--- src/design/imusc_pkg.sv ---
// Package for the IMU sample conditioning block: channel constants, register
// indexes and the structs passed between the register file, lanes and merge.
// No dependencies.
`timescale 1ns / 1ps

package imusc_pkg;

    localparam int NUM_CH   = 6;
    localparam int NUM_GYRO = 3;
    localparam int NUM_ACC  = NUM_CH - NUM_GYRO;

    localparam int RAW_W    = 12;
    localparam int OFF_W    = 16;
    localparam int LIM_W    = 15;
    localparam int GAIN_W   = 16;
    localparam int OUT_W    = 24;
    localparam int CNT_W    = 16;
    localparam int DATA_W   = 64;
    localparam int ADDR_W   = 6;

    localparam logic [RAW_W-1:0] GYRO_BIAS  = 12'd1658;
    localparam logic [RAW_W-1:0] ACCEL_BIAS = 12'd2041;

    localparam logic [NUM_CH-1:0][RAW_W-1:0] CH_BIAS =
        {ACCEL_BIAS, ACCEL_BIAS, ACCEL_BIAS, GYRO_BIAS, GYRO_BIAS, GYRO_BIAS};

    // orientation: gyro y, gyro z and accel x are reversed
    localparam logic [NUM_CH-1:0] CH_NEGATE = 6'b001110;

    localparam logic [LIM_W-1:0] LIMIT_RESET = 15'd14400;

    localparam logic [2:0] REG_GYRO_OFF_X  = 3'd0;
    localparam logic [2:0] REG_GYRO_OFF_Y  = 3'd1;
    localparam logic [2:0] REG_GYRO_OFF_Z  = 3'd2;
    localparam logic [2:0] REG_ACCEL_OFF_X = 3'd3;
    localparam logic [2:0] REG_ACCEL_OFF_Y = 3'd4;
    localparam logic [2:0] REG_ACCEL_OFF_Z = 3'd5;
    localparam logic [2:0] REG_CLAMP_LIMIT = 3'd6;
    localparam logic [2:0] REG_GAIN_WORDS  = 3'd7;

    typedef struct packed {
        logic [NUM_CH-1:0][OFF_W-1:0] offset;
        logic [LIM_W-1:0]             limit;
        logic [DATA_W-1:0]            gain_words;
    } cfg_t;

    typedef struct packed {
        logic              negate;
        logic [RAW_W-1:0]  bias;
        logic [OFF_W-1:0]  offset;
        logic [GAIN_W-1:0] gain;
        logic [LIM_W-1:0]  limit;
    } lane_cfg_t;

    typedef struct packed {
        logic load1;
        logic load2;
        logic load3;
    } adv_t;

endpackage

--- src/design/imusc_regs.sv ---
// APB-style configuration registers of the IMU sample conditioning block.
// Depends on imusc_pkg.
`timescale 1ns / 1ps

module imusc_regs (
    input  logic                         aclk,
    input  logic                         aresetn,
    input  logic                         psel,
    input  logic                         penable,
    input  logic                         pwrite,
    input  logic [imusc_pkg::ADDR_W-1:0] paddr,
    input  logic [imusc_pkg::DATA_W-1:0] pwdata,
    output logic [imusc_pkg::DATA_W-1:0] prdata,
    output logic                         pready,
    output imusc_pkg::cfg_t              cfg
);

    imusc_pkg::cfg_t cfg_reg;
    imusc_pkg::cfg_t cfg_next;
    logic [2:0]      idx;
    logic            wr_en;

    assign pready = 1'b1;
    assign idx    = paddr[imusc_pkg::ADDR_W-1:3];
    assign wr_en  = psel && penable && pwrite && pready;
    assign cfg    = cfg_reg;

    always_comb begin
        cfg_next = cfg_reg;
        if (wr_en) begin
            unique case (idx)
                imusc_pkg::REG_GYRO_OFF_X:  cfg_next.offset[0] = pwdata[15:0];
                imusc_pkg::REG_GYRO_OFF_Y:  cfg_next.offset[1] = pwdata[15:0];
                imusc_pkg::REG_GYRO_OFF_Z:  cfg_next.offset[2] = pwdata[15:0];
                imusc_pkg::REG_ACCEL_OFF_X: cfg_next.offset[3] = pwdata[15:0];
                imusc_pkg::REG_ACCEL_OFF_Y: cfg_next.offset[4] = pwdata[15:0];
                imusc_pkg::REG_ACCEL_OFF_Z: cfg_next.offset[5] = pwdata[15:0];
                imusc_pkg::REG_CLAMP_LIMIT: cfg_next.limit     = pwdata[14:0];
                imusc_pkg::REG_GAIN_WORDS:  cfg_next.gain_words = pwdata;
                default:                    cfg_next = cfg_reg;
            endcase
        end
    end

    always_comb begin
        unique case (idx)
            imusc_pkg::REG_GYRO_OFF_X:  prdata = {48'd0, cfg_reg.offset[0]};
            imusc_pkg::REG_GYRO_OFF_Y:  prdata = {48'd0, cfg_reg.offset[1]};
            imusc_pkg::REG_GYRO_OFF_Z:  prdata = {48'd0, cfg_reg.offset[2]};
            imusc_pkg::REG_ACCEL_OFF_X: prdata = {48'd0, cfg_reg.offset[3]};
            imusc_pkg::REG_ACCEL_OFF_Y: prdata = {48'd0, cfg_reg.offset[4]};
            imusc_pkg::REG_ACCEL_OFF_Z: prdata = {48'd0, cfg_reg.offset[5]};
            imusc_pkg::REG_CLAMP_LIMIT: prdata = {49'd0, cfg_reg.limit};
            imusc_pkg::REG_GAIN_WORDS:  prdata = cfg_reg.gain_words;
            default:                    prdata = '0;
        endcase
    end

    always_ff @(posedge aclk) begin
        if (!aresetn) begin
            cfg_reg.offset     <= '0;
            cfg_reg.limit      <= imusc_pkg::LIMIT_RESET;
            cfg_reg.gain_words <= '0;
        end else begin
            cfg_reg <= cfg_next;
        end
    end

endmodule

--- config.mk ---
export PLATFORM = sky130hd
export DESIGN_NAME = imusc_regs
export DESIGN_NICKNAME = d
export VERILOG_FILES = /design/src/design/imusc_pkg.sv /design/src/design/imusc_regs.sv
export SDC_FILE = /design/constraint.sdc
export NUM_CORES = 1
export LEC_CHECK = 0
export BUFFER_PORTS_ARGS = -buffer_cell sky130_fd_sc_hd__buf_2
export CAP_MARGIN = 15
export CORE_MARGIN = 8
export CORE_UTILIZATION = 51
export CTS_BUF_LIST = sky130_fd_sc_hd__clkbuf_4 sky130_fd_sc_hd__clkbuf_8
export CTS_CLUSTER_DIAMETER = 150
export DETAILED_ROUTE_END_ITERATION = 16
export PLACE_DENSITY = 0.91
export RECOVER_POWER = 50
export REMOVE_ABC_BUFFERS = 1
export SLEW_MARGIN = 10
export SYNTH_ARGS = -nofsm -noshare
export SYNTH_HDL_FRONTEND = slang
export SYNTH_SLANG_ARGS = --single-unit
--- constraint.sdc ---
create_clock -name aclk -period 1.65 [get_ports aclk]
set_clock_uncertainty 0.15 [all_clocks]
set_input_delay 0.165 -clock aclk [delete_from_list [all_inputs] [get_ports aclk]]
set_output_delay 0.165 -clock aclk [all_outputs]
set_load 0.005 [all_outputs]
# Word-level counts from Yosys, hierarchy flattened
# Index checks and enable logic that the tools add are counted.
[totals] register_bits=175 input_bits=75 out_inout_bits=240 elab_cells=27
[op_classes] eq_ne=7 n_mux=1 n_reduce_logical=11
[ops] operator="64-bit case mux with 8 select lines" count=1
[ops] operator="2-bit AND reduction" count=8
[ops] operator="3-bit equality test, second input constant" count=4
[ops] operator="3-bit by 2-bit equality test with 1-bit output, second input constant" count=2
[ops] operator="3-bit by 1-bit equality test with 1-bit output, second input constant" count=1
[ops] operator="3-bit zero test" count=1
[ops] operator="1-bit logical AND" count=2

# Logic depth before layout (Yosys ltp)
[depth] depth_word=3 depth_mapped=8

# Least setup slack after synthesis
# OpenSTA, ideal clock, no wires.
[synth_timing] path_kind="in2out" from="input paddr[4] (netlist name)" to="output prdata[0] (netlist name)" arrival_ns=1.208 setup_slack_ns=0.127 cell_stages=6 path_buffers=2 cell_sequence="buf_2 > nor2b_1 > clkbuf_1 > a221oi_1 > a221oi_1 > nor2_1"
[synth_via] elab_chain_cells=2 elab_cells_between_ends=9 classes_between="eq/ne: 7; mux: 1; reduce/logical: 1"
[synth_lines] element="start, declared" line_no="imusc_regs.sv:11" source="input logic [imusc_pkg::ADDR_W-1:0] paddr,"
[synth_lines] element="3-bit equality test (tied with other cells)" line_no="imusc_regs.sv:46" source="unique case (idx)"
[synth_lines] element="64-bit case mux with 8 select lines *" line_no="imusc_regs.sv:46"
[synth_lines] element="end, declared" line_no="imusc_regs.sv:13" source="output logic [imusc_pkg::DATA_W-1:0] prdata,"
# Mark *: on every way between the ends. The rest lies on a longest branch, timed or not.

# Worst setup path in the final report
[layout_timing] from="register cfg_reg (netlist bit cfg[113])" to="output prdata[2] (netlist name)"
[layout_via] elab_chain_cells=1
[layout_lines] element="start, declared" line_no="imusc_regs.sv:18" source="imusc_pkg::cfg_t cfg_reg;"
[layout_lines] element="start signal, assigned" line_no="imusc_regs.sv:65" source="cfg_reg <= cfg_next;"
[layout_lines] element="64-bit case mux with 8 select lines" line_no="imusc_regs.sv:46"
# Every way passes these cells.

==> impl_metrics.env <==
export IMPL_cp_max_fo=2
export IMPL_grt_overflow=0
export IMPL_synth_cell_type_count=40
export IMPL_path_buf_inv=1
export IMPL_syn_area_sq_um=8120
export IMPL_dp_hpwl_um=21800
export IMPL_dr_pass1_iters=5
export IMPL_multi_input_area_sq_um=4210
export IMPL_die_w_um=142
export IMPL_layout_commonest_cell="nand2_1"
export IMPL_holdPathEnd="cfg[73]"
export IMPL_rr_startpoint="cfg[56]"
export IMPL_totalPowerFinal_uw=8330
export IMPL_cts_max_level=4
export IMPL_largest_reg_flops=175
export IMPL_drive_gt1_frac=0.306
export IMPL_cts_sinks=175
export IMPL_yosysWarnings=0
export IMPL_critPathTopFamily="compound AO/OA/AOI/OAI gates"
export IMPL_seq_area_sq_um=3540
export IMPL_slew_violations=0
export IMPL_holdPathStages=6
export IMPL_rsz0062_at_grt="yes"
export IMPL_port_buffers=310
export IMPL_status="finished with violations"
export IMPL_utilization=0.731
export IMPL_ff2ff_path_depth=2
export IMPL_p_leak_uw=0.00481
export IMPL_place_ws_ps=-113
export IMPL_cts_buffers=17
export IMPL_final_antenna_net_count=0
export IMPL_fp_coreArea_sq_um=15700
export IMPL_fillers=1166
export IMPL_r2r_setup_slack_ps=550
export IMPL_row_count=46
export IMPL_failed_checks="setup timing"
export IMPL_vias=9200
export IMPL_layout_worst_path_cycle_share=1.18
export IMPL_startpoint="cfg[113]"
export IMPL_viasPerCell=5.63
export IMPL_drc=0
export IMPL_cts_root_buffer="clkbuf_8"
export IMPL_grt_pass1_wl_um=50300
export IMPL_r2r_end="cfg[56]"
export IMPL_drt_iter0_markers=744
export IMPL_yosys_top_cells_area="dfxtp_1 (43%), nand2_1 (16%), a21boi_0 (11%)"
export IMPL_routed_wirelength_um=34000
export IMPL_critPathRequiredTime_ps=1330
export IMPL_synthDominantAreaCellType="dfxtp_1"
export IMPL_grt_max_degree=81
export IMPL_nets=1475
export IMPL_powerDensity_nw_per_um2=725
export IMPL_die_area_sq_um=20200
export IMPL_worstSetupEndpointType="output port"
export IMPL_peakVddDrop_mv=0.492
export IMPL_final_cells=1633
export IMPL_post_synth_cell_area_avg_sq_um=8.08
export IMPL_hold_path_class="input port to flop"
export IMPL_netlist_area_leader_share=0.432
export IMPL_start_util=0.517
export IMPL_grtUsageTotal=0.322
export IMPL_path_cells="mux2_4 > a22oi_2 > nor2_1 > o32a_1 > buf_2"
export IMPL_grt_pass1_vias=9187
export IMPL_max_freq_ghz=0.515
export IMPL_setup_ws_ps=-292
export IMPL_detail_route_wl_per_cell_um=20.8
export IMPL_area_growth_pct=41.5
export IMPL_maxSlewHeadroom=0.390
export IMPL_tns_ps=-6270
export IMPL_drv_cap=0
export IMPL_yosysSeqAreaShare=0.432
export IMPL_finalSetupViolations=86
export IMPL_antenna_found_initial=5
export IMPL_final_cell_mix="nand2_1 (336), buf_2 (235), dfxtp_1 (145), a21boi_0 (128), clkbuf_1 (78)"
export IMPL_cts_buffer_depth=2
export IMPL_crit_path_start_kind="flop"
export IMPL_synthCells=1005
export IMPL_final_hold_viol_count=0
export IMPL_min_from="paddr[5]"
export IMPL_synth_seq_cells=175
export IMPL_critPathKind="flop to output port"
export IMPL_critPathSlowestCell="dfxtp_2"
export IMPL_insertion_delay_ps=450
export IMPL_max_stage_delay_ps=330
export IMPL_io_pins=315
export IMPL_clk_pin_slew_ps=90
export IMPL_place_inst=1496
export IMPL_fp_dieH_um=142
export IMPL_tightest_slew_ps=916
export IMPL_cts_tree="yes"
export IMPL_period_minus_slack_ps=1940
export IMPL_routabilityCongestion=0.912
export IMPL_arrival_ps=1630
[worst max path at each step]
stage                 endpoint  slack (ps)  depth (start not counted)
finish               prdata[2]        -290                          5
global route        prdata[15]        -370                          5
CTS                  prdata[2]        -320                          5
detailed placement     cfg[83]        -110                          7
global placement     prdata[5]         -90                          7
floorplan               cfg[0]        -360                          4
[cells by family (layout without fill, tap and decap cells)]
kind of cell | Yosys count | after routing | share of synthesized area
other cells | 1 | 5 | 0.000462
simple gates | 449 | 449 | 0.240
compound gates | 242 | 242 | 0.223
flops | 175 | 175 | 0.432
buf+inv | 108 | 516 | 0.0674
mux | 30 | 30 | 0.0372
[report_power, final]
| part | internal [uW] | switching (uW) | leakage [uW] | total (uW) |
|---|---|---|---|---|
| Clock | 1560 | 1600 | 0.000210 | 3150 |
| Combinational | 443 | 459 | 0.00318 | 902 |
| Sequential | 4250 | 26.9 | 0.00142 | 4280 |
[what timing repair did]
item | in CTS | in global routing
hold endpoints to repair | 175 | 0
hold buffers | 65 | 0
setup buffers | 23 | 12
setup endpoints to repair | 16 | 48
pin swaps | 15 | 12
resized for setup | 57 | 31
cloned | 0 | 1
[metal layers]
| layer | wire length [um] | global-route usage | vias to the layer above |
|---|---|---|---|
| met2 | 16500 | 0.553 | 614 |
| met4 | 1930 | 0.194 | 4 |
| li1 | - | - | 4102 |
| met5 | 18 | 0 | - |
| met3 | 3640 | 0.0829 | 153 |
| met1 | 12000 | 0.351 | 4327 |
[cell usage after synthesis (all sizes together)]
| master | n |
|---|---|
| mux2i | 29 |
| a22oi | 1 |
| and3 | 1 |
| a21boi | 170 |
| and2 | 49 |
| mux2 | 1 |
| buf | 60 |
| or2 | 5 |
| nand4b | 1 |
| dfxtp | 175 |
| nand2 | 336 |
| nor3 | 2 |
| o22a | 2 |
| o21bai | 1 |
| a32oi | 2 |
| a21oi | 7 |
| clkbuf | 34 |
| o21ai | 17 |
| nand2b | 6 |
| a222oi | 1 |
| inv | 14 |
| a221oi | 22 |
| nand4 | 1 |
| o32a | 1 |
| nor2b | 6 |
| nand3 | 4 |
| or3 | 3 |
| o22ai | 3 |
| o2bb2ai | 11 |
| conb | 1 |
| nor2 | 35 |
| a22o | 4 |
[cell type report]
type,instances,area share
repair buffers,470,0.260
well taps,216,0.0235
flip-flops and latches,175,0.308
inverters,14,0.00457
clock inverters,13,0.0139
clock buffers,19,0.0222
multi-input cells,722,0.366
diodes,4,0.000871
[worst min-delay path: cells and delay by family]
kind	cells	cell delay (ps)
buf+inv	2	310
compound gates	1	50
simple gates	3	300
[metrics by stage]
stage | cell area, sq um | hold WS [ps]
after floorplan | 7620 | 86.8
final | 11500 | 262
after global routing | 11500 | 280
after global placement | 10100 | 254
after detailed placement | 10100 | 261
after CTS | 11500 | 158
Note: power is estimated with default switching activity, not from simulation.
