===== src/design/imusc_pkg.sv =====
// Package for the IMU sample conditioning block: channel constants, register
// indexes and the structs passed between the register file, lanes and merge.
// No dependencies.
`timescale 1ns / 1ps

package imusc_pkg;

    localparam int NUM_CH   = 6;
    localparam int NUM_GYRO = 3;
    localparam int NUM_ACC  = NUM_CH - NUM_GYRO;

    localparam int RAW_W    = 12;
    localparam int OFF_W    = 16;
    localparam int LIM_W    = 15;
    localparam int GAIN_W   = 16;
    localparam int OUT_W    = 24;
    localparam int CNT_W    = 16;
    localparam int DATA_W   = 64;
    localparam int ADDR_W   = 6;

    localparam logic [RAW_W-1:0] GYRO_BIAS  = 12'd1658;
    localparam logic [RAW_W-1:0] ACCEL_BIAS = 12'd2041;

    localparam logic [NUM_CH-1:0][RAW_W-1:0] CH_BIAS =
        {ACCEL_BIAS, ACCEL_BIAS, ACCEL_BIAS, GYRO_BIAS, GYRO_BIAS, GYRO_BIAS};

    // orientation: gyro y, gyro z and accel x are reversed
    localparam logic [NUM_CH-1:0] CH_NEGATE = 6'b001110;

    localparam logic [LIM_W-1:0] LIMIT_RESET = 15'd14400;

    localparam logic [2:0] REG_GYRO_OFF_X  = 3'd0;
    localparam logic [2:0] REG_GYRO_OFF_Y  = 3'd1;
    localparam logic [2:0] REG_GYRO_OFF_Z  = 3'd2;
    localparam logic [2:0] REG_ACCEL_OFF_X = 3'd3;
    localparam logic [2:0] REG_ACCEL_OFF_Y = 3'd4;
    localparam logic [2:0] REG_ACCEL_OFF_Z = 3'd5;
    localparam logic [2:0] REG_CLAMP_LIMIT = 3'd6;
    localparam logic [2:0] REG_GAIN_WORDS  = 3'd7;

    typedef struct packed {
        logic [NUM_CH-1:0][OFF_W-1:0] offset;
        logic [LIM_W-1:0]             limit;
        logic [DATA_W-1:0]            gain_words;
    } cfg_t;

    typedef struct packed {
        logic              negate;
        logic [RAW_W-1:0]  bias;
        logic [OFF_W-1:0]  offset;
        logic [GAIN_W-1:0] gain;
        logic [LIM_W-1:0]  limit;
    } lane_cfg_t;

    typedef struct packed {
        logic load1;
        logic load2;
        logic load3;
    } adv_t;

endpackage


===== src/design/imusc_lane.sv =====
// One channel lane: bias removal, orientation against offset, clamp, then
// gain multiply; two register stages. Depends on imusc_pkg.
`timescale 1ns / 1ps

module imusc_lane (
    input  logic                              aclk,
    input  imusc_pkg::adv_t                   adv,
    input  imusc_pkg::lane_cfg_t              lcfg,
    input  logic [imusc_pkg::RAW_W-1:0]       raw,
    output logic signed [imusc_pkg::OUT_W-1:0] scaled,
    output logic                              hit
);

    logic signed [12:0] diff;
    logic signed [16:0] reading;
    logic signed [17:0] rd_ext;
    logic signed [17:0] off_ext;
    logic signed [17:0] corr;
    logic signed [17:0] lim_pos;
    logic signed [17:0] lim_neg;
    logic               over;
    logic               under;
    logic signed [15:0] clamp_next;
    logic signed [15:0] clamp_reg;
    logic               hit1_reg;
    logic signed [32:0] prod;
    logic signed [imusc_pkg::OUT_W-1:0] scaled_reg;
    logic               hit2_reg;

    assign diff    = $signed({1'b0, raw} - {1'b0, lcfg.bias});
    assign reading = {diff, 4'b0000};
    assign rd_ext  = 18'(reading);
    assign off_ext = 18'($signed(lcfg.offset));
    assign corr    = lcfg.negate ? (off_ext - rd_ext) : (rd_ext - off_ext);
    assign lim_pos = $signed({3'b000, lcfg.limit});
    assign lim_neg = -lim_pos;
    assign over    = corr > lim_pos;
    assign under   = corr < lim_neg;

    always_comb begin
        priority if (over) begin
            clamp_next = lim_pos[15:0];
        end else if (under) begin
            clamp_next = lim_neg[15:0];
        end else begin
            clamp_next = corr[15:0];
        end
    end

    assign prod = clamp_reg * $signed({1'b0, lcfg.gain});

    always_ff @(posedge aclk) begin
        if (adv.load1) begin
            clamp_reg <= clamp_next;
            hit1_reg  <= over || under;
        end
        if (adv.load2) begin
            scaled_reg <= prod[31:8];
            hit2_reg   <= hit1_reg;
        end
    end

    assign scaled = scaled_reg;
    assign hit    = hit2_reg;

endmodule


===== config.mk =====
export PLATFORM = sky130hd
export DESIGN_NAME = imusc_lane
export DESIGN_NICKNAME = d
export VERILOG_FILES = /design/src/design/imusc_pkg.sv /design/src/design/imusc_lane.sv
export SDC_FILE = /design/constraint.sdc
export NUM_CORES = 1
export LEC_CHECK = 0
export ABC_AREA = 0
export BUFFER_PORTS_ARGS = -buffer_cell sky130_fd_sc_hd__buf_2
export CELL_PAD_IN_SITES_DETAIL_PLACEMENT = 0
export CELL_PAD_IN_SITES_GLOBAL_PLACEMENT = 1
export CORE_MARGIN = 10
export CORE_UTILIZATION = 42
export CTS_BUF_LIST = sky130_fd_sc_hd__clkbuf_4 sky130_fd_sc_hd__clkbuf_8
export CTS_CLUSTER_DIAMETER = 30
export DETAILED_ROUTE_END_ITERATION = 6
export PLACE_DENSITY_LB_ADDON = 0.1
export SLEW_MARGIN = 25
export SYNTH_ARGS = -nofsm -noshare
export SYNTH_HDL_FRONTEND = slang
export SYNTH_SLANG_ARGS = --single-unit

===== constraint.sdc =====
create_clock -name aclk -period 8.1 [get_ports aclk]
set_clock_uncertainty 0.05 [all_clocks]
set_input_delay 0.405 -clock aclk [delete_from_list [all_inputs] [get_ports aclk]]
set_output_delay 0.405 -clock aclk [all_outputs]
set_load 0.02 [all_outputs]

### Word-level counts from Yosys, hierarchy flattened

Index checks and enable logic that the tools add are counted.

| operators by class | value |
|---|---|
| $lt $le $gt $ge | 2 |
| bitwise logic cells | 0 |
| shift-type cells | 0 |
| equal/unequal tests | 0 |
| add/sub/neg operators | 4 |
| multiply operators | 1 |
| mux-type cells | 3 |
| div/mod/pow operators | 0 |
| reductions and logical operators | 1 |

Operator list:

| operator | count |
|---|---|
| 16-bit by 17-bit multiplier with 32-bit output | 1 |
| 18-bit by 16-bit greater-than comparator with 1-bit output | 1 |
| 18-bit less-than comparator | 1 |
| 18-bit two-way mux | 1 |
| 15-bit negation with 18-bit output | 1 |
| 16-bit by 17-bit subtractor with 18-bit output | 1 |
| 17-bit by 16-bit subtractor with 18-bit output | 1 |
| 16-bit two-way mux | 1 |
| 15-bit two-way mux | 1 |
| 12-bit by 12-bit subtractor with 13-bit output | 1 |
| 1-bit logical OR | 1 |

| word-level totals | value |
|---|---|
| bits in registers | 42 |
| bits in latches | 0 |
| memories | 0 |
| RAM bits | 0 |
| input port bits | 76 |
| output and inout port bits | 25 |
| memory bits (read-only) | 0 |
| logic and storage cells | 16 |

### Logic depth before layout (Yosys ltp)

Gate-level depths: netlist of the first run.

| depth | value |
|---|---|
| depth in word-level cells | 6 |
| mapped depth | 30 |
| mapped depth without buffers | 27 |

### Worst setup path before layout of the first run

No wires, ideal clock.

| timing | value |
|---|---|
| path type | register to register |
| start | reg clamp_reg[1] |
| end | reg scaled_reg (netlist bit scaled[23]), data pin |
| stages on the path, launching flop included | 21 |
| data arrival time | 5.908 ns |
| setup time | 0.260 ns |
| required time | 7.790 ns |
| path buffers | 1 |
| slack | 1.882 ns |
| period minus slack after synthesis | 6.218 ns |
| cells stage by stage | edfxtp_1 > clkbuf_1 > nand2_1 > fa_1 > fa_1 > fa_1 > inv_1 > fa_1 > fa_1 > inv_1 > fa_1 > inv_1 > ha_1 > o21ai_0 > a21oi_1 > a221oi_1 > o2bb2ai_1 > a21oi_2 > o41ai_1 > a21oi_1 > xnor2_1 |

| between the ends | value |
|---|---|
| longest elaborated chain between the ends | 1 |

Ends and longest elaborated chain:

| element | RTL line | RTL |
|---|---|---|
| start: declaration | imusc_lane.sv:24 | `logic signed [15:0] clamp_reg;` |
| start signal: assignment | imusc_lane.sv:54 | `clamp_reg <= clamp_next;` |
| 16-bit by 17-bit multiplier with 32-bit output | imusc_lane.sv:50 | `assign prod = clamp_reg * $signed({1'b0, lcfg.gain});` |
| net prod[31] | imusc_lane.sv:26 | `logic signed [32:0] prod;` |
| end signal: assignment | imusc_lane.sv:58 | `scaled_reg <= prod[31:8];` |
| end: declaration | imusc_lane.sv:27 | `logic signed [imusc_pkg::OUT_W-1:0] scaled_reg;` |

The timed path passes the listed nets, and every way through them passes these cells.
A chain may end at the register's enable or synchronous reset.

### Worst setup path in the final report of the first run

Ends and elaborated chain as after synthesis.

==> results.cfg, run 1 <==
[setup_path]
reg2reg_slack_ps = 930
crit_path_start_kind = flip-flop
cp-end-kind = flip-flop
worst-path-buf-inv = 3
path_delay_family = adder cells
worstSetupPathType = reg2reg
critical_path_required_ps = 8160
crit_fanout = 16
cpMostUsedCell = fa_1
slowest_stage = edfxtp_1
critPathArrivalTime_ps = 7240
slowest_delay_ps = 800
path_cells = nand2_1 > fa_1 > fa_1 > fa_1 > inv_1 > fa_1 > fa_1 > inv_1 > fa_1 > inv_1 > ha_1 > o21ai_0 > a21oi_1 > a221oi_1 > o2bb2ai_1 > a21oi_2 > o41ai_1 > a21oi_1 > xnor2_1

[cts]
clk_latency_ps = 340
clock_sinks = 42
cts_tree = built
root_buffer = clkbuf_8
cts_hold_buf = 0
clock_path_buffers = 2
post-cts-setup-buffer-count = 0
cts_max_level = 2
post_cts_resized = 0
clk_pin_slew_ps = 110
numCtsBuffers = 5

[synthesis]
syn_area_um2 = 13100
postSynthCellCount = 1484
synthFlopType = edfxtp_1
syn-num-nets = 1941
yosys_warnings = 0
ys_ff_latch = 42
synth.distinct_cells = 74
synth.avg_cell_area_um2 = 8.82
synth_seq_area_share = 0.0964
synth-edff-count = 42
postSynth.asyncResetShare = 0

[drt]
drt_wl_total_um = 33200
vias = 9943
post_drt_via_cell_ratio = 5.11
drt_first_pass_iters = 5
ant_nets = 0
initialDrtViolationCount = 479
wl_per_cell_um = 17.0
drc = 0

[cells_and_area]
area_growth_pct = 7.31
largest_register_ffs = 24
nets = 2006
fillCellCount = 3089
layout-drive-gt1-share = 0.0929

[sta]
finalSetupTns_ps = 0
finalHoldViolCount = 0
rsz0062_at_grt = false
setup_viol = 0
maxSlewViolCount = 0
finalCriticalPeriod_ps = 7170
period_share = 0.886
layout_setup_ws_ps = 927
maxSlewHeadroom = 0.491
fmax_ghz = 0.139
tightest_slew_ps = 763

[placed_design]
dp_slack_ps = 900
port_buffers = 99
hpwl_um = 28100
gp_congestion = 0.803

[outcome]
outcome = complete, no violations

[floorplanning]
core-area_um2 = 30700
die_h_um = 197
dieWidth_um = 197
die-area_um2 = 38600
row_count = 64
ioPinCount = 101
start_util = 0.427

[global_route]
grt_pass1_wl_um = 55400
antenna_found_initial = 0
grt_pass1_vias = 10500
grt_usage = 0.177
overflow = 0
grt_max_degree = 32

[min_path]
hold_path_class = in2reg

[flow_run]
max_cap_viol_count = 0
==> metrics by stage <==
step,utilization,std cells,hold WS [ps],instance area (µm²)
6_report,0.458,1947,403,14000
5_1_grt,0.458,1946,411,14000
4_1_cts,0.458,1946,384,14000
3_5_place_dp,0.455,1938,387,13900
3_3_place_gp,0.455,1938,377,13900
2_1_floorplan,-,1484,350,13100
==> worst paths after layout <==
| kind | from | to | cells past startpoint |
|---|---|---|---|
| hold / removal | lcfg[1] | clamp_reg[1] | 3 |
| setup / recovery | clamp_reg[1] | scaled[23] | 19 |
| hold reg to reg | hit1_reg | hit | 0 |
| setup reg to reg | clamp_reg[1] | scaled[23] | 19 |
==> cell type report <==
type,instances,area [µm²],area share
repair buffers,111,586,0.0417
clock inverters,3,27.5,0.00196
inverters,311,1170,0.0831
well taps,396,495,0.0353
clock buffers,5,68.8,0.00490
flip-flops and latches,42,1260,0.0898
diodes,1,2.50,0.000178
multi-input cells,1078,10400,0.743
==> synthesized netlist by cell type (4+ instances only) <==
cell type,n,share of area
nand3_1,18,0.0069
a211oi_1,18,0.010
nand3b_1,4,0.0023
edfxtp_1,42,0.096
o21bai_1,6,0.0034
or3_1,5,0.0024
o221ai_1,4,0.0027
clkbuf_1,38,0.011
o21ai_0,28,0.011
a21o_1,19,0.011
a21oi_1,54,0.021
o21a_1,9,0.0052
buf_2,11,0.0042
ha_1,186,0.18
and2_1,123,0.059
mux2i_1,5,0.0038
inv_1,311,0.089
nand4_1,14,0.0067
a31oi_1,4,0.0019
nand2b_1,10,0.0048
xnor2_1,40,0.027
o211ai_1,4,0.0023
nor2_1,54,0.015
fa_1,195,0.30
nand2_1,150,0.043
nor2b_1,9,0.0043
or3_4,4,0.0034
buf_4,4,0.0023
xor2_1,20,0.013
nor3_1,26,0.0099
and3_1,5,0.0024
==> layer usage <==
| layer | part of all wire | track usage | vias to the layer above |
|---|---|---|---|
| li1 | - | - | 4854 |
| met1 | 0.44 | 0.222 | 4909 |
| met2 | 0.52 | 0.323 | 161 |
| met3 | 0.037 | 0.0175 | 19 |
| met4 | 0.012 | 0.0328 | 0 |
| met5 | 0 | 0 | - |
==> kinds of logic after synthesis <==
kind of cell | Yosys count | share of synthesized area
AO/OA/AOI/OAI | 187 | 0.0995
XOR/XNOR | 61 | 0.0414
adder cells (fa/ha/maj) | 381 | 0.476
buffers and inverters | 364 | 0.107
flip-flops | 42 | 0.0964
multiplexers | 6 | 0.00469
AND/OR/NAND/NOR | 443 | 0.175
==> worst register-to-register path, cell delays in order, from the launching register on <==
cell and delay (ps):
edfxtp_1 800, nand2_1 190, fa_1 540, fa_1 510, fa_1 510, inv_1 60, fa_1 500, fa_1 540
inv_1 50, fa_1 520, inv_1 40, ha_1 360, o21ai_0 150, a21oi_1 310, a221oi_1 160, o2bb2ai_1 400
a21oi_2 240, o41ai_1 680, a21oi_1 190, xnor2_1 150
==> placed cells by master, fill, tap and decap left out, types with 40 or more instances in the layout <==
| cell | instances |
|---|---|
| inv_1 | 311 |
| fa_1 | 195 |
| ha_1 | 186 |
| nand2_1 | 150 |
| and2_1 | 123 |
| buf_2 | 99 |
| a21oi_1 | 54 |
| nor2_1 | 54 |
| edfxtp_1 | 42 |
| xnor2_1 | 40 |
Power of run 1 is not shown: default switching activity piles up to over one toggle a cycle in this logic, so the estimate is an artifact.
==> run 2, diff against run 1 <==
Settings changed: CELL_PAD_IN_SITES_DETAIL_PLACEMENT 0 to unset, CELL_PAD_IN_SITES_GLOBAL_PLACEMENT 1 to unset, PLACE_DENSITY_LB_ADDON 0.1 to unset.
==> results.cfg, run 2 (synthesized netlist as in run 1, its figures left out) <==
[outcome]
outcome = complete, no violations

[sta]
finalHoldViolCount = 0
setup_viol = 0
finalSetupTns_ps = 0
rsz0062_at_grt = false
finalCriticalPeriod_ps = 7170
tightest_slew_ps = 794
period_share = 0.885
fmax_ghz = 0.140
maxSlewHeadroom = 0.470
maxSlewViolCount = 0

[setup_path]
cpMostUsedCell = fa_1
path_cells = nand2_1 > fa_1 > inv_1 > fa_1 > inv_1 > fa_1 > inv_1 > fa_1 > fa_1 > inv_1 > fa_1 > inv_1 > ha_1 > nand4_1 > a21oi_1 > a221oi_1 > o2bb2ai_1 > a21oi_2 > o41ai_1 > a21oi_1 > xnor2_1
slowest_stage = edfxtp_1
critical_path_required_ps = 8150
reg2reg_slack_ps = 930
r2r_start = clamp_reg[7]
crit_fanout = 16
slowest_delay_ps = 880
worstSetupPathType = reg2reg
critPathArrivalTime_ps = 7210
reg2regPathDepth = 21
crit_path_start_kind = flip-flop
r2r_end = scaled[23]
cp-end-kind = flip-flop

[global_route]
grt_pass1_vias = 10600
grt_max_degree = 32
overflow = 0
grt_pass1_wl_um = 53700
antenna_found_initial = 2
grt_usage = 0.170

[cts]
post_cts_resized = 0
cts_max_level = 2
numCtsBuffers = 5
clock_sinks = 42
cts_tree = built
clk_pin_slew_ps = 100
clk_latency_ps = 340
root_buffer = clkbuf_8
clock_path_buffers = 2
cts_hold_buf = 0
post-cts-setup-buffer-count = 0

[placed_design]
hpwl_um = 26000
dpl.cell_count = 1932
gp_congestion = 0.878
port_buffers = 99

[floorplanning]
start_util = 0.427
row_count = 64
dieWidth_um = 197
core-area_um2 = 30700
die_h_um = 197
ioPinCount = 101
die-area_um2 = 38600

[drt]
wl_per_cell_um = 16.7
drt_first_pass_iters = 5
ant_nets = 0
drc = 0
vias = 10100
post_drt_via_cell_ratio = 5.20
initialDrtViolationCount = 492
drt_wl_total_um = 32400

[cells_and_area]
fillCellCount = 3070
final_common_cell = inv_1
area_growth_pct = 6.94
finalNonFillerCells = 1941
largest_register_ffs = 24
regArea_um2 = 1260
nets = 2000
layout-drive-gt1-share = 0.0894
final_cell_mix = inv_1 (311), fa_1 (195), ha_1 (186)
multi_input_area_um2 = 10400

[flow_run]
max_cap_viol_count = 0

[min_path]
hold_depth = 0
hp-start = hit1_reg
hold_path_class = reg2reg
holdPathEnd = hit
## run 2: cell count changes in the layout (fill, tap and decap cells not counted)
cell        before  now
inv_8            1    0
buf_4           12    6
clkinvlp_4       1    2
## run 2: worst max path at each step
stage,startpoint,end,cells after the start
final,clamp_reg[7],scaled[23],21
after global routing,clamp_reg[7],scaled[23],21
after CTS,clamp_reg[7],scaled[23],21
after detailed placement,clamp_reg[7],scaled[23],21
after global placement,clamp_reg[7],scaled[23],21
after floorplan,clamp_reg[1],scaled[23],20
## run 2: per-layer routing
layer,GRT usage,share of wire,vias up
li1,-,-,4847
met1,0.225,0.45,5030
met2,0.290,0.48,193
met3,0.0248,0.049,23
met4,0.0317,0.012,2
met5,0,0.00025,-
## run 2: area by class of cell
class                   count  share of cell area
diodes                      1            0.000179
well taps                 396              0.0354
inverters                 311              0.0834
flip-flops and latches     42              0.0901
clock buffers               5             0.00492
multi-input cells        1078               0.746
repair buffers            105              0.0386
clock inverters             3             0.00170
## run 2: stage by stage
stage	hold WS (ps)	util	area, µm²	worst slack (ps)
CTS	379	0.456	14000	789
global route	393	0.456	14000	475
detailed placement	368	0.453	13900	804
finish	378	0.456	14000	935
global placement	359	0.453	13900	968
floorplan	350	-	13100	1880
## run 2: critical path, delay by kind of cell (launching register included)
kind	cells	cell delay [ps]
AOI/OAI and AO/OA	6	1870
xor gates and xnor gates	1	140
adders and majority gates	7	3410
buffers and inverters	5	260
DFF	1	880
and+or+nand+nor	2	300
Power of run 2 is left out for the same reason.
==> run 3, diff against run 2 <==
Settings changed: CORE_MARGIN 10 to unset, CORE_UTILIZATION 42 to 35.
==> results.cfg, run 3 (synthesized netlist as in run 1, its figures left out) <==
[cts]
clk_latency_ps = 330
root_buffer = clkbuf_8
post-cts-setup-buffer-count = 0
numCtsBuffers = 5
post_cts_resized = 0
cts_hold_buf = 0
cts_tree = built
clock_path_buffers = 2
clk_pin_slew_ps = 100
cts_max_level = 2
clock_sinks = 42

[floorplanning]
die-area_um2 = 38200
start_util = 0.357
die_h_um = 195
ioPinCount = 101
row_count = 70
core-area_um2 = 36700
dieWidth_um = 195

[global_route]
antenna_found_initial = 4
grt_max_degree = 29
grt_usage = 0.172
grt_pass1_wl_um = 52900
overflow = 0
grt_pass1_vias = 10700

[sta]
period_share = 0.885
rsz0062_at_grt = false
maxSlewViolCount = 0
tightest_slew_ps = 744
setup_viol = 0
finalSetupTns_ps = 0
finalHoldViolCount = 0
maxSlewHeadroom = 0.504
fmax_ghz = 0.140
finalCriticalPeriod_ps = 7170
layout_setup_ws_ps = 934

[drt]
top_layer_used = met5
vias = 10100
post_drt_via_cell_ratio = 5.02
met1_length_um = 14000
drt_wl_total_um = 31600
drt_first_pass_iters = 7
initialDrtViolationCount = 430
ant_nets = 0
wl_met2_um = 15700
wl_met3_um = 1340
drc = 0
wl_per_cell_um = 15.7

[setup_path]
slowest_delay_ps = 830
worst-path-buf-inv = 5
critical_path_required_ps = 8140
crit_path_start_kind = flip-flop
crit_fanout = 16
reg2regPathDepth = 21
path_delay_family = adder cells
critPathArrivalTime_ps = 7210
path_cells = nand2_1 > fa_1 > inv_1 > fa_1 > inv_1 > fa_1 > inv_1 > fa_1 > fa_1 > inv_1 > fa_1 > inv_1 > ha_1 > nand4_1 > a21oi_1 > a221oi_1 > o2bb2ai_1 > a21oi_2 > o41ai_1 > a21oi_1 > xnor2_1
slowest_stage = edfxtp_1
reg2reg_slack_ps = 930
worstSetupPathType = reg2reg
cpMostUsedCell = fa_1
r2r_end = scaled[23]
cp-end-kind = flip-flop
r2r_start = clamp_reg[7]

[cells_and_area]
final_common_cell = inv_1
finalNonFillerCells = 2013
final_cell_mix = inv_1 (311), fa_1 (195), ha_1 (186)
fillCellCount = 3765
largest_register_ffs = 24
area_growth_pct = 7.74
layout-drive-gt1-share = 0.0882
nets = 1998
fin_util = 0.384

[min_path]
holdPathEnd = hit
hold_path_class = reg2reg
hp-start = hit1_reg
hold_depth = 0

[flow_run]
max_cap_viol_count = 0

[placed_design]
hpwl_um = 25400
gp_congestion = 0.853
dpl.cell_count = 2002
dp_slack_ps = 855
port_buffers = 99

[outcome]
outcome = complete, no violations
run 3: how the worst max path moves through the flow:
stage | endpoint | start | depth (start not counted) | slack [ps]
after global routing | scaled[23] | clamp_reg[7] | 21 | 490
after floorplan | scaled[23] | clamp_reg[1] | 20 | 1880
final | scaled[23] | clamp_reg[7] | 21 | 930
after detailed placement | scaled[23] | clamp_reg[7] | 21 | 860
after CTS | scaled[23] | clamp_reg[7] | 21 | 850
after global placement | scaled[23] | clamp_reg[7] | 21 | 980
run 3: metrics by stage:
step / hold WS [ps] / area (µm²)
2_1_floorplan: 350 / 13100
5_1_grt: 401 / 14100
6_report: 393 / 14100
4_1_cts: 396 / 14100
3_3_place_gp: 365 / 14000
3_5_place_dp: 355 / 14000
run 3: final cells by class:
type,instances,area (µm²),share of cell area
Clock buffer,5,68.8,0.00488
Tap cell,468,586,0.0415
Clock inverter,3,48.8,0.00346
Antenna cell,3,7.51,0.000532
Sequential cell,42,1260,0.0894
Multi-Input combinational cell,1078,10400,0.740
Timing Repair Buffer,103,526,0.0373
Inverter,311,1170,0.0828
run 3: metal layers:
layer / track usage / up-vias
met5: 0 / -
met4: 0.0426 / 2
met3: 0.0204 / 34
met2: 0.306 / 225
met1: 0.222 / 4995
li1: - / 4852
run 3: worst register-to-register path, stage by stage (launching register included):
cell       delay (ps)
edfxtp_1          830
nand2_1           190
fa_1              580
inv_1              70
fa_1              500
inv_1              50
fa_1              550
inv_1              60
fa_1              480
fa_1              490
inv_1              50
fa_1              470
inv_1              40
ha_1              340
nand4_1           140
a21oi_1           260
a221oi_1          160
o2bb2ai_1         390
a21oi_2           250
o41ai_1           660
a21oi_1           190
xnor2_1           150
Power of run 3 is left out for the same reason.
