<file path="config.mk">
export PLATFORM = sky130hd
export DESIGN_NAME = imusc_merge
export DESIGN_NICKNAME = d
export VERILOG_FILES = /design/src/design/imusc_pkg.sv /design/src/design/imusc_merge.sv
export SDC_FILE = /design/constraint.sdc
export NUM_CORES = 1
export LEC_CHECK = 0
export BUFFER_PORTS_ARGS = -buffer_cell sky130_fd_sc_hd__buf_4
export CORE_AREA = 2 2 151 153
export DETAILED_ROUTE_END_ITERATION = 16
export DIE_AREA = 0 0 153 155
export MAX_ROUTING_LAYER = met4
export PLACE_DENSITY = 0.8
export RECOVER_POWER = 100
export SLEW_MARGIN = 10
export SYNTH_ARGS = -nofsm -noshare
export SYNTH_HDL_FRONTEND = slang
export SYNTH_SLANG_ARGS = --single-unit
</file>
<file path="constraint.sdc">
create_clock -name aclk -period 9.4 [get_ports aclk]
set_input_delay 1.88 -clock aclk [delete_from_list [all_inputs] [get_ports aclk]]
set_output_delay 1.88 -clock aclk [all_outputs]
set_load 0.05 [all_outputs]
</file>
<file path="src/design/imusc_pkg.sv">
// Package for the IMU sample conditioning block: channel constants, register
// indexes and the structs passed between the register file, lanes and merge.
// No dependencies.
`timescale 1ns / 1ps

package imusc_pkg;

    localparam int NUM_CH   = 6;
    localparam int NUM_GYRO = 3;
    localparam int NUM_ACC  = NUM_CH - NUM_GYRO;

    localparam int RAW_W    = 12;
    localparam int OFF_W    = 16;
    localparam int LIM_W    = 15;
    localparam int GAIN_W   = 16;
    localparam int OUT_W    = 24;
    localparam int CNT_W    = 16;
    localparam int DATA_W   = 64;
    localparam int ADDR_W   = 6;

    localparam logic [RAW_W-1:0] GYRO_BIAS  = 12'd1658;
    localparam logic [RAW_W-1:0] ACCEL_BIAS = 12'd2041;

    localparam logic [NUM_CH-1:0][RAW_W-1:0] CH_BIAS =
        {ACCEL_BIAS, ACCEL_BIAS, ACCEL_BIAS, GYRO_BIAS, GYRO_BIAS, GYRO_BIAS};

    // orientation: gyro y, gyro z and accel x are reversed
    localparam logic [NUM_CH-1:0] CH_NEGATE = 6'b001110;

    localparam logic [LIM_W-1:0] LIMIT_RESET = 15'd14400;

    localparam logic [2:0] REG_GYRO_OFF_X  = 3'd0;
    localparam logic [2:0] REG_GYRO_OFF_Y  = 3'd1;
    localparam logic [2:0] REG_GYRO_OFF_Z  = 3'd2;
    localparam logic [2:0] REG_ACCEL_OFF_X = 3'd3;
    localparam logic [2:0] REG_ACCEL_OFF_Y = 3'd4;
    localparam logic [2:0] REG_ACCEL_OFF_Z = 3'd5;
    localparam logic [2:0] REG_CLAMP_LIMIT = 3'd6;
    localparam logic [2:0] REG_GAIN_WORDS  = 3'd7;

    typedef struct packed {
        logic [NUM_CH-1:0][OFF_W-1:0] offset;
        logic [LIM_W-1:0]             limit;
        logic [DATA_W-1:0]            gain_words;
    } cfg_t;

    typedef struct packed {
        logic              negate;
        logic [RAW_W-1:0]  bias;
        logic [OFF_W-1:0]  offset;
        logic [GAIN_W-1:0] gain;
        logic [LIM_W-1:0]  limit;
    } lane_cfg_t;

    typedef struct packed {
        logic load1;
        logic load2;
        logic load3;
    } adv_t;

endpackage

</file>
<file path="src/design/imusc_merge.sv">
// Merge stage: output word register, halving average of the accelerometer
// lanes and the saturating clamp counter. Depends on imusc_pkg.
`timescale 1ns / 1ps

module imusc_merge (
    input  logic                                                 aclk,
    input  logic                                                 aresetn,
    input  logic                                                 load,
    input  logic [imusc_pkg::NUM_CH-1:0][imusc_pkg::OUT_W-1:0]   scaled,
    input  logic [imusc_pkg::NUM_CH-1:0]                         hit,
    output logic [imusc_pkg::NUM_CH-1:0][imusc_pkg::OUT_W-1:0]   scaled_out,
    output logic [imusc_pkg::NUM_ACC-1:0][imusc_pkg::OUT_W-1:0]  smooth,
    output logic [imusc_pkg::CNT_W-1:0]                          total
);

    logic [imusc_pkg::NUM_CH-1:0][imusc_pkg::OUT_W-1:0]  scaled_reg;
    logic [imusc_pkg::NUM_ACC-1:0][imusc_pkg::OUT_W-1:0] smooth_reg;
    logic [imusc_pkg::NUM_ACC-1:0][imusc_pkg::OUT_W-1:0] smooth_next;
    logic [imusc_pkg::CNT_W-1:0]                         total_reg;
    logic [imusc_pkg::CNT_W-1:0]                         total_next;
    logic [2:0]                                          n_hits;
    logic [imusc_pkg::CNT_W:0]                           total_sum;

    always_comb begin
        logic [imusc_pkg::OUT_W:0] sum;
        for (int a = 0; a < imusc_pkg::NUM_ACC; a++) begin
            sum = {smooth_reg[a][imusc_pkg::OUT_W-1], smooth_reg[a]}
                + {scaled[imusc_pkg::NUM_GYRO + a][imusc_pkg::OUT_W-1],
                   scaled[imusc_pkg::NUM_GYRO + a]};
            smooth_next[a] = sum[imusc_pkg::OUT_W:1];
        end
    end

    assign n_hits     = 3'($countones(hit));
    assign total_sum  = {1'b0, total_reg} + (imusc_pkg::CNT_W + 1)'(n_hits);
    assign total_next = total_sum[imusc_pkg::CNT_W] ? '1 : total_sum[imusc_pkg::CNT_W-1:0];

    always_ff @(posedge aclk) begin
        if (load) begin
            scaled_reg <= scaled;
        end
    end

    always_ff @(posedge aclk) begin
        if (!aresetn) begin
            smooth_reg <= '0;
            total_reg  <= '0;
        end else if (load) begin
            smooth_reg <= smooth_next;
            total_reg  <= total_next;
        end
    end

    assign scaled_out = scaled_reg;
    assign smooth     = smooth_reg;
    assign total      = total_reg;

endmodule

</file>
# [After elaboration in Yosys (flattened, before gate mapping)]
# Cells that the tools add are included.
[word_totals] register_bits=232 word_cells=20 inputBits=153
[classes] n_mux=1 n_addsub=9
[ops] operator="adder 24 x 24 -> 25 bit" count=3
[ops] operator="adder 16 x 3 -> 17 bit" count=1
[ops] operator="2-to-1 mux 16 bit" count=1
[ops] operator="adder 1 x 1 -> 2 bit" count=3
[ops] operator="adder 2 x 2 -> 3 bit" count=1
[ops] operator="adder 3 x 2 -> 3 bit" count=1

# [Depth between registers and ports, before layout]
# Gate-level depths: netlist of the first run.
[depth] ltp_word=5 mapped_depth=12 ltp_nobuf=12

# [Worst setup path after synthesis of the first run]
# No wires, ideal clock.
[synth_path] path_type="input-to-reg" from="input port hit[0] (netlist bit)" to="register total_reg, in the netlist total[3]" path_buffers=1 path_stages=11 path_slack_ns=4.790 arrival_ns=4.540 required_ns=9.330 path_cell_list="fa_1 > inv_1 > fa_1 > fa_1 > inv_1 > fa_1 > a21oi_1 > nor4b_1 > nand2_1 > clkbuf_1 > a21oi_1"
[synth_via] elab_chain_cells=5
[synth_rtl] item="from (decl)" line_no="imusc_merge.sv:10" source="input logic [imusc_pkg::NUM_CH-1:0] hit,"
[synth_rtl] item="adder 1 x 1 -> 2 bit (not written as such)" line_no="imusc_merge.sv:34" source="assign n_hits = 3'($countones(hit));"
[synth_rtl] item="adder 2 x 2 -> 3 bit (not written as such)" line_no="imusc_merge.sv:34"
[synth_rtl] item="adder 3 x 2 -> 3 bit (not written as such)" line_no="imusc_merge.sv:34"
[synth_rtl] item="adder 16 x 3 -> 17 bit" line_no="imusc_merge.sv:35" source="assign total_sum = {1'b0, total_reg} + (imusc_pkg::CNT_W + 1)'(n_hits);"
[synth_rtl] item="2-to-1 mux 16 bit" line_no="imusc_merge.sv:36" source="assign total_next = total_sum[imusc_pkg::CNT_W] ? '1 : total_sum[imusc_pkg::CNT_W-1:0];"
[synth_rtl] item="to (signal assigned)" line_no="imusc_merge.sv:50" source="total_reg <= total_next;"
[synth_rtl] item="to (decl)" line_no="imusc_merge.sv:19" source="logic [imusc_pkg::CNT_W-1:0] total_reg;"
# Every way passes these cells.
# A chain may end at the register's enable or synchronous reset.

==> flow_summary.toml, run 1 <==
[worst_hold_path]
holdCritStartpoint = "smooth[32]"
holdCritPathClass = "register to register"
whs_path_depth = 2
hold_end = "smooth[32]"

[cts]
cts_sinks = 232
ctsHtreeMaxLevel = 1
tritoncts = "yes"
cts_setup_buffers = 0
clk_pin_slew_ps = 60
clockBufferDepth = 3
cts_resized = 0
cts_hold_buf = 0
cts_made_buffers = 25
clk_latency_ps = 520
cts_root_buf = "clkbuf_16"

[cells_and_area]
instances_no_fill = 1660
largest_reg_flops = 144
layout_commonest_cell = "clkbuf_1"
ff_latch_area_um2 = 6086
drive_gt1_share_pct = 10.33
multi_input_area_um2 = 4703
nets = 1587
final_cell_mix = "clkbuf_1, edfxtp_1, clkbuf_4, dfxtp_1, nand2_1"
fillers = 1980
synthToLayoutAreaGrowth_pct = 25.89

[critical_path]
rrSetupSlack_ps = 6340
worstPathRequired_ps = 9850
cpMaxStageDelayCell = "nor2_1"
rr_startpoint = "total[0]"
crit_fanout = 39
critPathLaunchType = "primary input"
cp.buffers_inverters = 3
end_kind = "register"
r2r_end = "total[15]"
crit_family = "simple AND/OR/NAND/NOR gates"
crit_path_cell_trace = "clkbuf_1 > inv_1 > clkbuf_1 > nor2_1 > a221o_1"
crit_type = "primary input to register"
cpMostUsedCell = "clkbuf_1"
crit_path_max_incr_delay_ps = 2530
crit_arrival_ps = 6420
worst_r2r_path_depth = 11

[sta]
fin_setup_tns_ps = 0
finClkSkew_ps = 17.52
fin_crit_sh_pct = 63.45
tightest_slew_ps = 3510
fmaxAchievable_mhz = 167.7
maxSlewViolCount = 142
relSlewSlack_pct = -134.0
rsz0062_at_grt = "false"
layout_min_cycle_time_ps = 5965
setup_ws_ps = 3435
holdWs_ps = 480.2
finalHoldViolCount = 0
setup_viol_count_final = 0

[synthesis]
synthSimpleGateAreaFrac_pct = 10.10
synth_area_um2 = 11050
synth_top_family_by_area = "compound AO/OA/AOI/OAI gates"
synth_area_leaders = "edfxtp_1, dfxtp_1, ha_1"
postSynthAreaPerCell_um2 = 11.37
yosysTopAreaCell = "edfxtp_1"
synth-edff-count = 144
synthMuxAreaShare_pct = 1.449
syn_nets = 1204
synth-main-ff-cell = "edfxtp_1"
synth_cells = 972
synth_warnings = 0
synth-xor-area-share_pct = 4.913
synth.distinct_cells = 68
synth_fa_ha_area_share_pct = 9.418
ys_ff_latch = 232
async_flop_share_pct = 0
synth_compound_area_share_pct = 16.90
netlist.area_leader.share_pct = 39.12
synth-seq-area-share_pct = 55.06

[floorplan]
rows = 55
die_y_um = 155
coreArea_um2 = 22230
dieArea_um2 = 23720
num_io_pins = 385
die-width_um = 153
start_util_pct = 49.73

[placed_design]
dp_hpwl_um = 23060
port_buffers = 384
place_congestion = 0.9221
dp_cells = 1613
dp_slack_ps = 4279

[detailed_routing]
detail_route.first_pass.iterations = 7
detail-route-antenna-nets = 0
via_per_inst = 5.566
detail_route.iter0.violations = 599
drc = 0
via_count = 9240
wl_per_cell_um = 18.75
wl_um = 31120

[grt]
grt_first_pass_wirelength_um = 48340
antenna_found_initial = 0
grt_pass1_vias = 9001
grt_max_degree = 65
overflow = 0
globalRouteTotalUtil_pct = 26.01

[job]
max_cap_violations = 3

[run_status]
violations = "capacitance limit, slew limit"
status = "complete, but fails checks"

[power]
p_per_area_nw_per_um2 = 242.8
total_power_mw = 3.379
p_leak_nw = 5.542
ir_drop_v = 0.0001335
[kinds of logic after synthesis]
logic type               Yosys count
AO/OA/AOI/OAI                    280
multiplexers                      16
adder cells (fa/ha/maj)           79
buffers and inverters             63
flip-flops                       232
AND/OR/NAND/NOR                  240
XOR/XNOR                          62
[stage by stage]
step,util (%),instance area (um^2)
final,62.60,13910
after global routing,62.59,13910
after CTS,67.62,15030
after detailed placement,63.96,14220
after global placement,63.96,14220
after floorplan,-,11050
[Yosys cell counts (9+ instances only)]
master      n
nand4_1    15
xor2_1     24
ha_1       72
o211ai_1    9
and3_1     11
a211oi_1   13
o21bai_1   10
mux2i_1    16
nor2_1     67
xnor2_1    38
a21o_1     35
dfxtp_1    88
nand3_1    18
inv_1      29
edfxtp_1  144
clkbuf_1   27
a21oi_1    77
nand2_1    83
o21ai_0    64
[routing by layer]
metal  track usage, %  routed length, um  up-vias
met3            4.930               2129       78
met2            43.69              15080      375
met4            10.45               1362        0
met5                -                  0        -
li1                 -                  -     4426
met1            31.15              12550     4361
[worst max-delay path by stage]
stage | end | start | depth (start not counted) | slack [ps]
3_3_place_gp | total[15] | hit[0] | 13 | 4370
5_1_grt | smooth[35] | aresetn | 6 | 2890
3_5_place_dp | total[15] | hit[0] | 13 | 4280
2_1_floorplan | total[3] | hit[0] | 11 | 4790
4_1_cts | total[15] | hit[0] | 13 | 4800
6_report | smooth[70] | aresetn | 5 | 3440
[worst register-to-register path: cells and delay by family, from the launching register on]
kind / cells / cell delay, ps
compound gates: 1 / 100
fa+ha+maj: 3 / 1080
buf+inv: 2 / 170
flops: 1 / 390
mux: 1 / 70
simple gates: 4 / 1180
[cell type report]
| class | count | share of cell area (%) |
|---|---|---|
| well taps | 285 | 2.563 |
| clock inverters | 8 | 0.8363 |
| diodes | 1 | 0.01798 |
| clock buffers | 38 | 5.000 |
| inverters | 30 | 0.8093 |
| repair buffers | 389 | 13.24 |
| flip-flops and latches | 232 | 43.74 |
| multi-input cells | 677 | 33.80 |
[where the power goes]
part	switching (mW)	internal (mW)	leakage (nW)	total (mW)
combinational	0.806	0.323	3.01	1.13
clock	0.394	0.592	0.392	0.987
sequential	0.0645	1.20	2.13	1.26
No activity file was read; power rests on OpenSTA's default activity.
==> run 2: changes to the inputs <==
--- a/config.mk
+++ b/config.mk
@@ -6,11 +6,11 @@
 export NUM_CORES = 1
 export LEC_CHECK = 0
 export BUFFER_PORTS_ARGS = -buffer_cell sky130_fd_sc_hd__buf_4
-export CORE_AREA = 2 2 151 153
+export CORE_AREA = 2 2 159 161
 export DETAILED_ROUTE_END_ITERATION = 16
-export DIE_AREA = 0 0 153 155
+export DIE_AREA = 0 0 161 163
 export MAX_ROUTING_LAYER = met4
-export PLACE_DENSITY = 0.8
+export PLACE_DENSITY = 0.76
 export RECOVER_POWER = 100
 export SLEW_MARGIN = 10
 export SYNTH_ARGS = -nofsm -noshare
==> constraint.sdc (replaced) <==
create_clock -name aclk -period 5.2 [get_ports aclk]
set_input_delay 1.04 -clock aclk [delete_from_list [all_inputs] [get_ports aclk]]
set_output_delay 1.04 -clock aclk [all_outputs]
set_load 0.05 [all_outputs]
==> run 2 against run 1 <==
The flow still finishes with violations (capacitance limit, slew limit). Power up 82%. Clock-buffer cell count is 1 lower. Non-clock buffer count stayed put. Global-route usage shrank 2.3 points. Routed wire length grew 1.2%. Critical endpoint is now smooth[35].
==> flow_summary.toml, run 2 (same netlist as run 1, synthesis figures left out) <==
[grt]
globalRouteTotalUtil_pct = 23.70
antenna_found_initial = 0
grt_pass1_vias = 8851
overflow = 0
grt_max_degree = 81
grt_first_pass_wirelength_um = 47850

[run_status]
violations = "capacitance limit, slew limit"
status = "complete, but fails checks"

[placed_design]
dp_hpwl_um = 23740
port_buffers = 384
dp_cells = 1658
place_congestion = 0.9117

[floorplan]
start_util_pct = 44.80
coreArea_um2 = 24670
die_y_um = 163
die-width_um = 161
dieArea_um2 = 26240
num_io_pins = 385
rows = 58

[critical_path]
crit_type = "primary input to register"
critPathLaunchType = "primary input"
rr_startpoint = "total[0]"
crit_fanout = 44
r2r_end = "total[15]"
worst_r2r_path_depth = 11
crit_arrival_ps = 4490
rrSetupSlack_ps = 2110
end_kind = "register"
worstPathRequired_ps = 5640

[cells_and_area]
fin_util_pct = 56.80
final_cell_mix = "clkbuf_1, edfxtp_1, dfxtp_1, clkbuf_4, nand2_1"
largest_reg_flops = 144
fillers = 2331
nets = 1588
n_antenna_cell = 0
layout_commonest_cell = "clkbuf_1"
drive_gt1_share_pct = 10.83
synthToLayoutAreaGrowth_pct = 26.79
instances_no_fill = 1706

[power]
internal_power_mw = 3.846
p_leak_nw = 5.559
power_frac_comb_pct = 33.3
p_per_area_nw_per_um2 = 437.9
total_power_mw = 6.137
p_clk_share_pct = 29.6
seq_power_share_pct = 37.1
ir_drop_v = 0.0002905
p_switching_mw = 2.291
switching_share_pct = 37.33

[worst_hold_path]
hold_end = "smooth[10]"
whs_path_depth = 2
holdCritPathClass = "register to register"
holdCritStartpoint = "smooth[10]"

[detailed_routing]
via_per_inst = 5.364
detail-route-antenna-nets = 0
wl_um = 31500
detail_route.first_pass.iterations = 5
wl_per_cell_um = 18.47
detail_route.iter0.violations = 558
drc = 0
via_count = 9151

[sta]
layout_min_cycle_time_ps = 4050
setup_viol_count_final = 0
fmaxAchievable_mhz = 246.9
maxSlewViolCount = 101
rsz0062_at_grt = "false"
holdWs_ps = 479.4
finalHoldViolCount = 0
fin_setup_tns_ps = 0
relSlewSlack_pct = -111.5
finClkSkew_ps = 10.09
fin_crit_sh_pct = 77.88
tightest_slew_ps = 3160

[cts]
cts_root_buf = "clkbuf_16"
cts_setup_buffers = 0
tritoncts = "yes"
cts_resized = 0
cts_made_buffers = 26
cts_sinks = 232
clockBufferDepth = 3
clk_pin_slew_ps = 60
cts_hold_buf = 0
ctsHtreeMaxLevel = 1
clk_latency_ps = 520

[job]
max_cap_violations = 2
[run 2: changes by cell type in the layout (fill, tap and decap cells not counted), sizes merged]
cell | previous run | this run
clkinv | 4 | 7
bufinv | 3 | 2
clkbuf | 419 | 418
diode | 1 | 0
clkinvlp | 0 | 1
[run 2: per-stage QoR]
step	worst slack, ps	area (um^2)
2_1_floorplan	1430	11050
3_3_place_gp	966.2	14270
3_5_place_dp	832.8	14270
4_1_cts	1391	15130
5_1_grt	766.5	14010
6_report	1150	14010
[run 2: worst max-delay path, stage by stage]
cell and delay (ps):
buf_4 180, inv_2 370, nor2_1 2460, a211oi_1 260, o21ai_0 170
[run 2: cell type report]
type                    instances  area [um^2]  area share, %
inverters                      30        112.6         0.8035
multi-input cells             677         4716          33.65
repair buffers                389         1828          13.04
clock inverters                11        116.4         0.8303
clock buffers                  37        743.2          5.303
well taps                     330        412.9          2.946
flip-flops and latches        232         6086          43.42
[run 2: metal layers]
layer,part of all wire (%),global-route usage (%),vias to the layer above
met4,2.5,6.818,0
met2,50,41.36,335
met3,8.4,6.468,44
li1,-,-,4416
met5,0,-,-
met1,39,26.78,4356
[run 2: worst max path at each step]
stage,startpoint,endpoint,slack [ps],depth (start not counted)
6_report,aresetn,smooth[35],1150,5
3_5_place_dp,hit[0],total[15],830,13
2_1_floorplan,hit[0],total[3],1430,11
4_1_cts,hit[0],total[15],1390,13
3_3_place_gp,hit[0],total[15],970,13
5_1_grt,aresetn,smooth[35],770,5
[run 2: power by group through the flow]
stage               Clock, mW  Combinational, mW  Sequential, mW
floorplan                   0              0.870            2.99
global placement            0               2.19            2.31
detailed placement          0               2.22            2.32
CTS                      1.86               2.24            2.29
global route             1.94               2.20            2.30
finish                   1.81               2.04            2.28
==> run 3: changes to the inputs <==
--- a/config.mk
+++ b/config.mk
@@ -5,12 +5,13 @@
 export SDC_FILE = /design/constraint.sdc
 export NUM_CORES = 1
 export LEC_CHECK = 0
+export ABC_AREA = 1
 export BUFFER_PORTS_ARGS = -buffer_cell sky130_fd_sc_hd__buf_4
-export CORE_AREA = 2 2 159 161
+export CORE_AREA = 2 2 163 165
 export DETAILED_ROUTE_END_ITERATION = 16
-export DIE_AREA = 0 0 161 163
+export DIE_AREA = 0 0 165 167
 export MAX_ROUTING_LAYER = met4
-export PLACE_DENSITY = 0.76
+export PLACE_DENSITY = 0.8
 export RECOVER_POWER = 100
 export SLEW_MARGIN = 10
 export SYNTH_ARGS = -nofsm -noshare
==> constraint.sdc (replaced) <==
create_clock -name aclk -period 4.1 [get_ports aclk]
set_input_delay 0.82 -clock aclk [delete_from_list [all_inputs] [get_ports aclk]]
set_output_delay 0.82 -clock aclk [all_outputs]
set_load 0.05 [all_outputs]
==> run 3 against run 2 <==
The run still ends with capacitance limit, slew limit left. Worst setup slack worse by 580 ps. Clock-buffer cell count decreased by 4. Area after synthesis is 22% higher. Register-to-register slack lost 880 ps. Global-route usage grew 5.8 points. Largest power group unchanged.
==> flow_summary.toml, run 3 <==
[cells_and_area]
instances_no_fill = 2548
nets = 2426
fin_util_pct = 63.66
final_cell_mix = "nand2_1, inv_1, clkbuf_1, nor2_1, edfxtp_1"
fillers = 2491
largest_reg_flops = 144
drive_gt1_share_pct = 7.911
synthToLayoutAreaGrowth_pct = 22.04
layout_commonest_cell = "nand2_1"
final_area_um2 = 16400

[sta]
tightest_slew_ps = 1980
layout_min_cycle_time_ps = 3528
setup_ws_ps = 571.8
fmaxAchievable_mhz = 283.4
relSlewSlack_pct = -32.03
setup_viol_count_final = 0
finClkSkew_ps = 9.089
holdWs_ps = 491.7
finalHoldViolCount = 0
maxSlewViolCount = 198
fin_crit_sh_pct = 86.05
fin_setup_tns_ps = 0
rsz0062_at_grt = "false"

[power]
p_per_area_nw_per_um2 = 452.9
total_power_mw = 7.428
p_leak_nw = 8.358
ir_drop_v = 0.0003798

[grt]
grt_pass1_vias = 12090
grt_first_pass_wirelength_um = 62360
globalRouteTotalUtil_pct = 29.54
overflow = 0
antenna_found_initial = 1
grt_max_degree = 154

[synthesis]
synth.distinct_cells = 35
synthSimpleGateAreaFrac_pct = 30.09
synthMuxAreaShare_pct = 0
synth_fa_ha_area_share_pct = 7.746
syn_nets = 2037
synthTopCellsByCount = "nand2_1, inv_1, nor2_1"
synth_warnings = 0
synth-seq-area-share_pct = 45.28
synth_area_um2 = 13440
synth_area_leaders = "edfxtp_1, nand2_1, dfxtp_1"
async_flop_share_pct = 0
netlist.area_leader.share_pct = 32.18
ys_ff_latch = 232
synth-xor-area-share_pct = 1.890
synth_top_family_by_area = "simple AND/OR/NAND/NOR gates"
postSynthAreaPerCell_um2 = 7.446
synth_cells = 1805
synth_compound_area_share_pct = 4.208
synth-edff-count = 144
yosysTopAreaCell = "edfxtp_1"
synth-main-ff-cell = "edfxtp_1"
yosysMostFrequentCell = "nand2_1"

[critical_path]
crit_type = "primary input to register"
cpMostUsedCell = "inv_1"
crit_path_max_incr_delay_ps = 1200
end_kind = "register"
cp.buffers_inverters = 4
crit_arrival_ps = 3990
crit_path_cell_trace = "clkbuf_1 > inv_1 > buf_4 > nor2_1 > o21ai_0 > inv_1"
cpMaxStageDelayCell = "inv_1"
worstPathRequired_ps = 4560
crit_family = "buffers and inverters"
critPathLaunchType = "primary input"
crit_fanout = 43

[floorplan]
rows = 59
die-width_um = 165
dieArea_um2 = 27560
die_y_um = 167
start_util_pct = 52.16
coreArea_um2 = 25760
num_io_pins = 385

[detailed_routing]
detail_route.iter0.violations = 901
detail-route-antenna-nets = 0
wl_um = 40390
detail_route.first_pass.iterations = 5
via_per_inst = 4.984
wl_per_cell_um = 15.85
via_count = 12700
drc = 0

[cts]
cts_hold_buf = 0
cts_setup_buffers = 0
tritoncts = "yes"
cts_resized = 0
cts_made_buffers = 25
clk_latency_ps = 530
ctsHtreeMaxLevel = 1
clockBufferDepth = 3
clk_pin_slew_ps = 60
cts_root_buf = "clkbuf_16"
cts_sinks = 232

[job]
max_cap_violations = 2

[placed_design]
port_buffers = 384
postPlaceCellArea_um2 = 16680
dp_hpwl_um = 31380
place_congestion = 0.9861
dp_cells = 2502
dp_slack_ps = 412.4

[worst_hold_path]
holdCritPathClass = "primary input to register"

[run_status]
violations = "capacitance limit, slew limit"
status = "complete, but fails checks"
## run 3: cell count changes in the layout (fill, tap and decap cells not counted), sizes merged, moves of 17 or more
cell,change
a21o,-31
inv,+324
o21ai,-17
nand3,+89
xnor2,-36
nor2,+179
a21oi,-28
nand2,+487
## run 3: cells by family after synthesis
group                      Yosys count
buffers and inverters              383
adders and majority gates           79
and+or+nand+nor                    974
AOI/OAI and AO/OA                  108
DFF                                232
xor gates and xnor gates            29
## run 3: worst paths after layout
path / cells after the start / slack (ps) / to / start
worst max-delay path: 6 / 570 / smooth[49] / aresetn
worst min-delay path: 1 / 490 / scaled_out[50] / scaled[50]
worst max register to register: 13 / 1230 / total[5] / total[0]
worst min register to register: 2 / 510 / smooth[8] / smooth[8]
## run 3: cell type report
class,count,area (um^2),share of cell area [%]
clock inverter,12,168.9,1.030
sequential,232,6086,37.11
multi-input combinational,1190,5877,35.83
antenna,1,2.502,0.01526
clock buffer,33,685.7,4.181
timing repair buffer,388,1822,11.11
tap,335,419.2,2.556
inverter,357,1340,8.171
## run 3: metal layers
metal / vias up / routed length (um) / track usage, %
li1: 6388 / - / -
met4: 0 / 1962 / 13.50
met3: 109 / 3064 / 5.803
met1: 5765 / 15800 / 33.50
met2: 436 / 19570 / 50.00
met5: - / 0 / -
## run 3: power breakdown
part | internal [mW] | switching (mW)
Sequential | 2.70 | 0.114
Clock | 1.43 | 0.920
Combinational | 0.573 | 1.70
